$ cat config.mk
export PLATFORM = sky130hd
export DESIGN_NAME = elevator_nearest_floor_controller
export DESIGN_NICKNAME = d
export VERILOG_FILES = /design/src/rtl/nfc_pkg.sv /design/src/rtl/nfc_ram.sv /design/src/rtl/nfc_core.sv /design/src/rtl/elevator_nearest_floor_controller.sv
export SDC_FILE = /design/constraint.sdc
export NUM_CORES = 1
export LEC_CHECK = 0
export ABC_AREA = 1
export BUFFER_PORTS_ARGS = -buffer_cell sky130_fd_sc_hd__buf_2
export CAP_MARGIN = 10
export CORE_ASPECT_RATIO = 0.7
export CORE_UTILIZATION = 45
export CTS_CLUSTER_DIAMETER = 40
export DETAILED_ROUTE_END_ITERATION = 6
export SLEW_MARGIN = 20
export SYNTH_ARGS = -nofsm -noshare
export SYNTH_HDL_FRONTEND = slang
export SYNTH_HIERARCHICAL = 1
export SYNTH_SLANG_ARGS = --single-unit
$ cat constraint.sdc
create_clock -name clk -period 3.15 [get_ports clk]
set_input_delay 0.63 -clock clk [delete_from_list [all_inputs] [get_ports clk]]
set_output_delay 0.63 -clock clk [all_outputs]
set_load 0.01 [all_outputs]
$ cat src/rtl/nfc_pkg.sv
// ----------------------------------------------------------------------------
// nfc_pkg
// Shared constants and types of the nearest-floor elevator controller.
// ----------------------------------------------------------------------------
package nfc_pkg;

  localparam int QUEUE_DEPTH = 16;
  localparam int FLOOR_BITS  = 6;
  localparam int IDX_BITS    = $clog2(QUEUE_DEPTH);
  localparam int CNT_BITS    = $clog2(QUEUE_DEPTH + 1);
  localparam int MODE_BITS   = 2;

  localparam logic [MODE_BITS-1:0] MODE_IDLE   = 2'd0;
  localparam logic [MODE_BITS-1:0] MODE_MOVING = 2'd1;
  localparam logic [MODE_BITS-1:0] MODE_DOOR   = 2'd2;

  // first field in the highest bits, last field in the lowest bits
  typedef struct packed {
    logic [CNT_BITS-1:0]   pending_count;
    logic                  request_dropped;
    logic                  arrived;
    logic [FLOOR_BITS-1:0] car_floor;
    logic [MODE_BITS-1:0]  car_state;
  } result_t;

  localparam int RES_BITS       = $bits(result_t);
  localparam int OUT_TDATA_BITS = ((RES_BITS + 7) / 8) * 8;
  localparam int IN_TDATA_BITS  = ((FLOOR_BITS + 7) / 8) * 8;

  typedef struct packed {
    logic                  wr_en;
    logic [IDX_BITS-1:0]   wr_addr;
    logic [FLOOR_BITS-1:0] wr_data;
    logic                  rd_en;
    logic [IDX_BITS-1:0]   rd_addr;
  } mem_req_t;

endpackage

$ cat src/rtl/nfc_ram.sv
// ----------------------------------------------------------------------------
// nfc_ram
// Request store: one write port, one read port, registered read data.
// ----------------------------------------------------------------------------
module nfc_ram (
  input  logic                          clk,
  input  nfc_pkg::mem_req_t             req,
  output logic [nfc_pkg::FLOOR_BITS-1:0] rd_data
);
  import nfc_pkg::*;

  logic [FLOOR_BITS-1:0] mem [QUEUE_DEPTH];

  always_ff @(posedge clk) begin
    if (req.wr_en) begin
      mem[req.wr_addr] <= req.wr_data;
    end
    if (req.rd_en) begin
      rd_data <= mem[req.rd_addr];
    end
  end

endmodule

$ cat src/rtl/nfc_core.sv
// ----------------------------------------------------------------------------
// nfc_core
// Sequencer: appends requests, runs the car mode step, and on a serve does a
// nearest-floor scan pass and a compaction pass over the request store.
// ----------------------------------------------------------------------------
module nfc_core (
  input  logic                           clk,
  input  logic                           rst,
  input  logic                           in_valid,
  output logic                           in_ready,
  input  logic                           in_func,
  input  logic [nfc_pkg::FLOOR_BITS-1:0] in_floor,
  output logic                           res_valid,
  input  logic                           res_ready,
  output nfc_pkg::result_t               res,
  output nfc_pkg::mem_req_t              mreq,
  input  logic [nfc_pkg::FLOOR_BITS-1:0] rd_data
);
  import nfc_pkg::*;

  localparam logic [1:0] S_IDLE = 2'd0;
  localparam logic [1:0] S_SCAN = 2'd1;
  localparam logic [1:0] S_COMP = 2'd2;
  localparam logic [1:0] S_DONE = 2'd3;

  logic [1:0]            state, state_next;
  logic [MODE_BITS-1:0]  mode, mode_next;
  logic [FLOOR_BITS-1:0] position, position_next;
  logic [CNT_BITS-1:0]   total, total_next;
  logic [CNT_BITS-1:0]   rd_idx, rd_idx_next;
  logic                  rd_pend, rd_pend_next;
  logic [CNT_BITS-1:0]   kept, kept_next;
  logic [FLOOR_BITS-1:0] best, best_next;
  logic [FLOOR_BITS-1:0] best_d, best_d_next;
  logic                  have_best, have_best_next;
  logic                  arrived, arrived_next;
  logic                  dropped, dropped_next;

  logic                  append;
  logic [CNT_BITS-1:0]   tot_new;
  logic [FLOOR_BITS-1:0] gap;
  logic                  pass_end;

  assign gap      = (position > rd_data) ? (position - rd_data) : (rd_data - position);
  assign pass_end = (rd_idx == total) && !rd_pend;
  assign append   = !in_func && (total != CNT_BITS'(QUEUE_DEPTH));
  assign tot_new  = total + CNT_BITS'(append);

  assign in_ready  = (state == S_IDLE);
  assign res_valid = (state == S_DONE);

  always_comb begin
    res.car_state       = mode;
    res.car_floor       = position;
    res.arrived         = arrived;
    res.request_dropped = dropped;
    res.pending_count   = total;
  end

  // Compaction writes entry kept while reading entry rd_idx; kept never
  // passes the entry in flight, so a pass needs no forwarding.
  always_comb begin
    state_next     = state;
    mode_next      = mode;
    position_next  = position;
    total_next     = total;
    rd_idx_next    = rd_idx;
    rd_pend_next   = rd_pend;
    kept_next      = kept;
    best_next      = best;
    best_d_next    = best_d;
    have_best_next = have_best;
    arrived_next   = arrived;
    dropped_next   = dropped;
    mreq           = '0;

    unique case (state)
      S_IDLE: begin
        if (in_valid) begin
          dropped_next = !in_func && !append;
          arrived_next = 1'b0;
          total_next   = tot_new;
          if (append) begin
            mreq.wr_en   = 1'b1;
            mreq.wr_addr = total[IDX_BITS-1:0];
            mreq.wr_data = in_floor;
          end
          state_next = S_DONE;
          unique case (mode)
            MODE_MOVING: begin
              if (tot_new != '0) begin
                state_next     = S_SCAN;
                rd_idx_next    = '0;
                rd_pend_next   = 1'b0;
                have_best_next = 1'b0;
              end else begin
                mode_next = MODE_DOOR;
              end
            end
            MODE_DOOR: mode_next = (tot_new == '0) ? MODE_IDLE : MODE_MOVING;
            default:   mode_next = (tot_new != '0) ? MODE_MOVING : MODE_IDLE;
          endcase
        end
      end
      S_SCAN: begin
        rd_pend_next = 1'b0;
        if (rd_idx != total) begin
          mreq.rd_en   = 1'b1;
          mreq.rd_addr = rd_idx[IDX_BITS-1:0];
          rd_idx_next  = rd_idx + 1'b1;
          rd_pend_next = 1'b1;
        end
        // strict less-than keeps the earliest entry on ties
        if (rd_pend && (!have_best || (gap < best_d))) begin
          best_next      = rd_data;
          best_d_next    = gap;
          have_best_next = 1'b1;
        end
        if (pass_end) begin
          state_next  = S_COMP;
          rd_idx_next = '0;
          kept_next   = '0;
        end
      end
      S_COMP: begin
        rd_pend_next = 1'b0;
        if (rd_idx != total) begin
          mreq.rd_en   = 1'b1;
          mreq.rd_addr = rd_idx[IDX_BITS-1:0];
          rd_idx_next  = rd_idx + 1'b1;
          rd_pend_next = 1'b1;
        end
        if (rd_pend && (rd_data != best)) begin
          mreq.wr_en   = 1'b1;
          mreq.wr_addr = kept[IDX_BITS-1:0];
          mreq.wr_data = rd_data;
          kept_next    = kept + 1'b1;
        end
        if (pass_end) begin
          total_next    = kept;
          position_next = best;
          mode_next     = MODE_DOOR;
          arrived_next  = 1'b1;
          state_next    = S_DONE;
        end
      end
      S_DONE: begin
        if (res_ready) begin
          state_next = S_IDLE;
        end
      end
      default: state_next = S_IDLE;
    endcase
  end

  always_ff @(posedge clk) begin
    if (rst) begin
      state    <= S_IDLE;
      mode     <= MODE_IDLE;
      position <= '0;
      total    <= '0;
      rd_pend  <= 1'b0;
    end else begin
      state    <= state_next;
      mode     <= mode_next;
      position <= position_next;
      total    <= total_next;
      rd_pend  <= rd_pend_next;
    end
  end

  always_ff @(posedge clk) begin
    rd_idx    <= rd_idx_next;
    kept      <= kept_next;
    best      <= best_next;
    best_d    <= best_d_next;
    have_best <= have_best_next;
    arrived   <= arrived_next;
    dropped   <= dropped_next;
  end

endmodule

$ cat src/rtl/elevator_nearest_floor_controller.sv
// ----------------------------------------------------------------------------
// elevator_nearest_floor_controller
// Single-car nearest-floor-first controller with a stored request list.
// ----------------------------------------------------------------------------
// Each input beat (tuser = func, tdata = floor) gives exactly one output beat.
// A beat that does not serve a floor goes from accept straight to the result;
// a serving step's length is set by the request memory's single read port,
// which is walked once to find the nearest floor and once to compact the list.
// The result sits in an output register, so the next beat is taken while it
// waits.
module elevator_nearest_floor_controller (
  input  logic                                clk,
  input  logic                                rst,
  input  logic                                s_tvalid,
  output logic                                s_tready,
  input  logic [nfc_pkg::IN_TDATA_BITS-1:0]   s_tdata,  // [5:0] floor, rest zero
  input  logic [0:0]                          s_tuser,  // [0] func
  output logic                                m_tvalid,
  input  logic                                m_tready,
  // [1:0] car_state, [7:2] car_floor, [8] arrived, [9] request_dropped,
  // [14:10] pending_count, rest zero
  output logic [nfc_pkg::OUT_TDATA_BITS-1:0]  m_tdata
);
  import nfc_pkg::*;

  mem_req_t              mreq;
  logic [FLOOR_BITS-1:0] rd_data;
  logic                  res_valid;
  logic                  res_ready;
  result_t               res;
  result_t               out_res;

  nfc_ram u_ram (
    .clk     (clk),
    .req     (mreq),
    .rd_data (rd_data)
  );

  nfc_core u_core (
    .clk       (clk),
    .rst       (rst),
    .in_valid  (s_tvalid),
    .in_ready  (s_tready),
    .in_func   (s_tuser[0]),
    .in_floor  (s_tdata[FLOOR_BITS-1:0]),
    .res_valid (res_valid),
    .res_ready (res_ready),
    .res       (res),
    .mreq      (mreq),
    .rd_data   (rd_data)
  );

  assign res_ready = !m_tvalid || m_tready;

  always_ff @(posedge clk) begin
    if (rst) begin
      m_tvalid <= 1'b0;
    end else if (res_ready) begin
      m_tvalid <= res_valid;
    end
  end

  always_ff @(posedge clk) begin
    if (res_ready && res_valid) begin
      out_res <= res;
    end
  end

  assign m_tdata = OUT_TDATA_BITS'(out_res);

endmodule

==> flow_metrics.env, run 1 <==
export IMPL_cp_arrival_ns=3.13
export IMPL_nets=926
export IMPL_ys_top_cells_by_area="edfxtp_1 55%, nand2_1 11%, nand3_1 5.6%"
export IMPL_synthCells=836
export IMPL_clk_pin_slew_ns=0.06
export IMPL_drv_slew=0
export IMPL_grt_pass1_wl_mm=28.1
export IMPL_min_period_over_period=0.954
export IMPL_power_mw=8.70
export IMPL_critical_path_class="reg2reg"
export IMPL_initial_core_util=0.469
export IMPL_rr_worst_depth=18
export IMPL_root_buffer="clkbuf_16"
export IMPL_hpwl_mm=12.4
export IMPL_whs_path_depth=2
export IMPL_row_count=39
export IMPL_setup_viol=0
export IMPL_synth_top_area_share=0.547
export IMPL_area_growth_syn_to_layout_pct=15.1
export IMPL_drt_iter0_markers=502
export IMPL_final_cell_mix="230 x nand2_1, 142 x edfxtp_1, 111 x inv_1, 86 x nand3_1, 68 x nor2_1"
export IMPL_drt_first_pass_iters=6
export IMPL_core_area_um2=16600
export IMPL_wl_per_cell_um=15.8
export IMPL_grt_max_degree=25
export IMPL_antenna_found_initial=0
export IMPL_routabilityCongestion=0.852
export IMPL_end_kind="flop"
export IMPL_cts_tree="done"
export IMPL_synth_area_um2=7800
export IMPL_ys_flop_type="edfxtp_1"
export IMPL_synth_edf_count=142
export IMPL_grt_total_usage=0.206
export IMPL_syn_nets=878
export IMPL_clockBufferDepth=2
export IMPL_die_h_um=112
export IMPL_yosys_warnings=6
export IMPL_cts_hold_buffers=0
export IMPL_vias=5621
export IMPL_synth_async_reset_ratio=0
export IMPL_finClkSkew_ns=0.00996
export IMPL_synth_yosys_seq_area_share=0.590
export IMPL_maxCapViolCount=0
export IMPL_ff2ff_setup_slack_ns=0.14
export IMPL_insertedDiodeCount=0
export IMPL_power_density_nw_per_um2=969
export IMPL_grt_setup_unrepaired="yes"
export IMPL_syn_area_per_cell_um2=9.33
export IMPL_layout_commonest_cell="nand2_1"
export IMPL_fmax_mhz=333
export IMPL_ios=31
export IMPL_p_leak_nw=3.85
export IMPL_crit_fanout=12
export IMPL_overflow=0
export IMPL_drc=0
export IMPL_fillCellCount=1480
export IMPL_place_inst=1089
export IMPL_die_area_um2=17900
export IMPL_clk_latency_ns=0.41
export IMPL_ant_nets=0
export IMPL_avgViaCountPerCell=5.01
export IMPL_die_w_um=159
export IMPL_ir_drop_mv=0.526
export IMPL_ys_seq_elements=159
export IMPL_yosysUniqueCellTypes=33
export IMPL_wl_mm=17.8
export IMPL_worst_setup_path_start_kind="flop"
export IMPL_drive_above_1_share=0.162
export IMPL_grt_pass1_vias=5222
export IMPL_min_path_type="in2reg"
export IMPL_tightest_slew_ns=0.665
export IMPL_status="finished, final reports clean"
export IMPL_final_cells=1122
export IMPL_layout_setup_ws_ns=0.144
export IMPL_cts_htree_levels=4
export IMPL_finalHoldViolations=0
export IMPL_required_ns=3.27
export IMPL_pre_cts_slack_ns=-0.0929
export IMPL_yosysTopAreaCell="edfxtp_1"
export IMPL_port_buffers=27
export IMPL_maxSlewHeadroom=0.555
export IMPL_period_minus_slack_ns=3.01
export IMPL_cts_sinks=159
export IMPL_cts_buffers=17
[worst max-delay path: stages, from the launching register on]
cell and delay, ns:
edfxtp_1 0.39, ha_2 0.20, inv_1 0.05, fa_2 0.34, nand2_1 0.06, inv_1 0.05, o21ai_1 0.11, nand2_1 0.09
nand3_2 0.07, nand2_2 0.06, nand2_4 0.11, buf_4 0.13, nand2_1 0.06, nand2_2 0.08, ha_1 0.23, a21oi_2 0.15
o221ai_2 0.15, a21oi_4 0.21, buf_12 0.16
[flip-flops by register name (all words and copies together), names as in the netlist]
register          cells
u_core/state          2
u_ram/mem            96
u_core/kept           5
u_core/best_d         6
u_core/have_best      1
u_core/rd_idx         5
u_core/dropped        1
u_ram/rd_data         6
u_core/rd_pend        1
u_core/best           6
m_tdata              15
u_core/total          5
m_tvalid              1
u_core/arrived        1
u_core/mode           2
u_core/position       6
[cells by family (layout without fill, tap and decap cells)]
kind of cell    after synthesis  in the layout  synth area share
simple gates                406            406             0.216
fa+ha+maj                    29             29            0.0484
flops                       159            159             0.590
xor+xnor                     18             18            0.0202
buf+inv                     172            233            0.0901
other cells                   1              1          0.000481
compound gates               51             51            0.0348
[cell usage after synthesis, drive strengths merged, types with 2 or more instances]
master / n
clkinv: 5
o21ai: 25
xor2: 15
nor3: 3
inv: 140
o22ai: 3
buf: 21
nand2: 236
nand3: 88
dfxtp: 17
fa: 2
xnor2: 3
edfxtp: 142
nor2: 69
clkbuf: 6
ha: 27
o21a: 2
nand4: 7
a21oi: 20
[cell type report]
class / instances / area [µm²] / share of cell area
repair buffers: 56 / 369 / 0.0411
clock buffers: 19 / 433 / 0.0482
inverters: 145 / 551 / 0.0613
well taps: 225 / 282 / 0.0314
clock inverters: 13 / 139 / 0.0155
multi-input cells: 505 / 2600 / 0.290
flip-flops and latches: 159 / 4600 / 0.513
[power by group]
| group | switching (mW) | total [mW] | internal, mW |
|---|---|---|---|
| clock | 0.844 | 2.01 | 1.17 |
| sequential | 0.216 | 2.98 | 2.76 |
| combinational | 2.46 | 3.71 | 1.26 |
| total | 3.52 | 8.70 | 5.19 |
[per-layer routing]
metal	global-route usage	vias up	part of all wire
li1	-	2784	-
met2	0.296	171	0.42
met1	0.319	2658	0.51
met5	0	-	0
met4	0.0551	0	0.0049
met3	0.0358	8	0.058
[metrics by stage]
step / hold slack, ns / TNS, ns / utilization / instance area [µm²]
3_5_place_dp: 0.410 / -1.18 / 0.499 / 8300
6_report: 0.409 / 0 / 0.540 / 8980
5_1_grt: 0.405 / -0.282 / 0.540 / 8980
4_1_cts: 0.395 / 0 / 0.534 / 8880
3_3_place_gp: 0.405 / -0.549 / 0.499 / 8300
2_1_floorplan: 0.431 / 0 / - / 7810
[repair_timing]
action	in CTS	in global routing
gates cloned	0	0
pin swaps	0	11
setup buffers	0	1
gates resized for setup	2	27
endpoints found under the setup margin	13	13
[worst paths after layout]
check	to	from
min	m_tvalid	rst
min reg2reg	m_tdata[8]	u_core/arrived
max	u_core/best[5]	u_ram/rd_data[0]
max reg2reg	u_core/best[5]	u_ram/rd_data[0]
No activity file was read; power rests on OpenSTA's default activity.
==> inputs of run 2 (changes only) <==
--- a/config.mk
+++ b/config.mk
@@ -6,9 +6,10 @@
 export NUM_CORES = 1
 export LEC_CHECK = 0
 export ABC_AREA = 1
-export BUFFER_PORTS_ARGS = -buffer_cell sky130_fd_sc_hd__buf_2
+export BUFFER_PORTS_ARGS = -buffer_cell sky130_fd_sc_hd__buf_4
 export CAP_MARGIN = 10
 export CORE_ASPECT_RATIO = 0.7
+export CORE_MARGIN = 8
 export CORE_UTILIZATION = 45
 export CTS_CLUSTER_DIAMETER = 40
 export DETAILED_ROUTE_END_ITERATION = 6
==> run 2 against run 1 <==
  * Utilization shrank 0.42 points
  * Clock-buffer cell count grew 4
  * Clock skew shrank 0.0016 ns
  * Final cell count grew 1.3%
  * Register-to-register slack gained 0.03 ns
==> flow_metrics.env, run 2 (same netlist as run 1, synthesis figures left out) <==
export IMPL_largest_register="u_ram/mem"
export IMPL_die_h_um=126
export IMPL_period_minus_slack_ns=2.98
export IMPL_initial_core_util=0.457
export IMPL_insertedDiodeCount=0
export IMPL_min_path_type="in2reg"
export IMPL_root_buffer="clkbuf_16"
export IMPL_row_count=40
export IMPL_cts_buffers=17
export IMPL_final_core_utilization=0.535
export IMPL_drive_above_1_share=0.164
export IMPL_fillCellCount=1517
export IMPL_ios=31
export IMPL_grt_total_usage=0.162
export IMPL_finClkSkew_ns=0.00836
export IMPL_die_area_um2=21900
export IMPL_maxCapViolCount=0
export IMPL_overflow=0
export IMPL_port_buffers=27
export IMPL_swShare=0.393
export IMPL_power_frac_seq=0.341
export IMPL_grt_max_degree=49
export IMPL_power_mw=8.66
export IMPL_maxSlewHeadroom=0.545
export IMPL_tightest_slew_ns=0.680
export IMPL_grt_pass1_vias=4990
export IMPL_routabilityCongestion=0.855
export IMPL_nets=935
export IMPL_power_frac_comb=0.418
export IMPL_avgViaCountPerCell=4.89
export IMPL_drt_first_pass_iters=5
export IMPL_crit_fanout=3
export IMPL_wl_mm=17.6
export IMPL_clk_latency_ns=0.43
export IMPL_drc=0
export IMPL_worst_setup_path_start_kind="flop"
export IMPL_hpwl_mm=12.1
export IMPL_final_cell_mix="232 x nand2_1, 142 x edfxtp_1, 113 x inv_1, 87 x nand3_1, 68 x nor2_1"
export IMPL_grt_setup_unrepaired="no"
export IMPL_grt_pass1_wl_mm=27.7
export IMPL_rr_worst_depth=19
export IMPL_clkPwrFrac=0.241
export IMPL_cts_tree="done"
export IMPL_min_period_over_period=0.945
export IMPL_cts_htree_levels=4
export IMPL_setup_viol=0
export IMPL_ir_drop_mv=0.453
export IMPL_layout_commonest_cell="nand2_1"
export IMPL_core_area_um2=17100
export IMPL_power_density_nw_per_um2=948
export IMPL_antenna_found_initial=0
export IMPL_p_leak_nw=3.96
export IMPL_die_w_um=173
export IMPL_finalHoldViolations=0
export IMPL_critical_path_class="reg2reg"
export IMPL_largest_reg_flops=96
export IMPL_p_int_mw=5.26
export IMPL_fmax_mhz=336
export IMPL_ant_nets=0
export IMPL_status="finished, final reports clean"
export IMPL_wl_per_cell_um=15.5
export IMPL_clk_pin_slew_ns=0.06
export IMPL_area_growth_syn_to_layout_pct=17.1
export IMPL_drv_slew=0
export IMPL_cts_sinks=159
export IMPL_vias=5555
export IMPL_drt_iter0_markers=484
export IMPL_required_ns=3.30
export IMPL_end_kind="flop"
export IMPL_clockBufferDepth=2
export IMPL_switchingPower_mw=3.40
export IMPL_cp_arrival_ns=3.12
export IMPL_whs_path_depth=2
==> run 2: cell count changes in the layout (fill, tap and decap cells not counted), sizes merged <==
cell | before | now
clkinv | 10 | 9
buf | 56 | 65
clkinvlp | 4 | 1
clkbuf | 19 | 23
inv | 142 | 144
bufinv | 2 | 0
==> run 2: metrics by stage <==
stage | std cells | setup slack, ns | TNS [ns] | hold slack [ns] | cell area [µm²]
finish | 1137 | 0.172 | 0 | 0.364 | 9140
global placement | 1103 | 0.0418 | 0 | 0.403 | 8440
global route | 1137 | 0.00317 | 0 | 0.360 | 9140
detailed placement | 1103 | -0.00127 | -0.00564 | 0.410 | 8440
CTS | 1135 | 0.0538 | 0 | 0.356 | 9050
floorplan | 836 | 0.0536 | 0 | 0.431 | 7810
==> run 2: worst max-delay path, cell delays in order, from the launching register on <==
cell and delay [ns]:
edfxtp_1 0.41, buf_6 0.14, inv_1 0.05, ha_2 0.17, inv_1 0.05, fa_2 0.34, nand2_1 0.07, inv_1 0.05
o21ai_2 0.12, nand2_1 0.07, xor2_1 0.13, nand2_1 0.06, nand2_1 0.06, inv_1 0.05, ha_1 0.28, nand4_1 0.10
o221ai_2 0.14, a21oi_4 0.21, nor2_1 0.06, nor2_1 0.12
==> run 2: power by group through the flow <==
stage	registers (mW)	clock network, mW	logic [mW]
final	2.96	2.08	3.62
after global routing	2.99	2.20	4.06
after CTS	2.96	2.13	3.45
after detailed placement	3.00	0	3.40
after global placement	3.00	0	3.36
after floorplan	2.99	0	2.39
==> run 2: cell type report <==
class                           count  area [µm²]  share of cell area
Tap cell                          231         289              0.0316
Clock inverter                      9        65.1             0.00712
Clock buffer                       23         543              0.0594
Inverter                          145         551              0.0602
Multi-Input combinational cell    505        2570               0.281
Sequential cell                   159        4600               0.504
Timing Repair Buffer               65         515              0.0564
==> run 2: final timing paths <==
path                    start          endpoint  slack [ns]
min reg2reg    u_core/dropped        m_tdata[9]        0.42
max reg2reg  u_ram/rd_data[0]  u_core/have_best        0.17
min                       rst          m_tvalid        0.36
max          u_ram/rd_data[0]  u_core/have_best        0.17
==> run 2: metal layers <==
layer / global-route usage / routed length (µm)
met4: 0.0531 / 229
met3: 0.0337 / 776
met5: 0 / 0
met2: 0.219 / 7060
met1: 0.250 / 9510
==> run 2: what timing repair did <==
| action | CTS | global route |
|---|---|---|
| pin swaps | 0 | 6 |
| endpoints found under the setup margin | 13 | 13 |
| hold buffers | 0 | 0 |
| setup buffers | 0 | 2 |
| gates resized for setup | 1 | 21 |
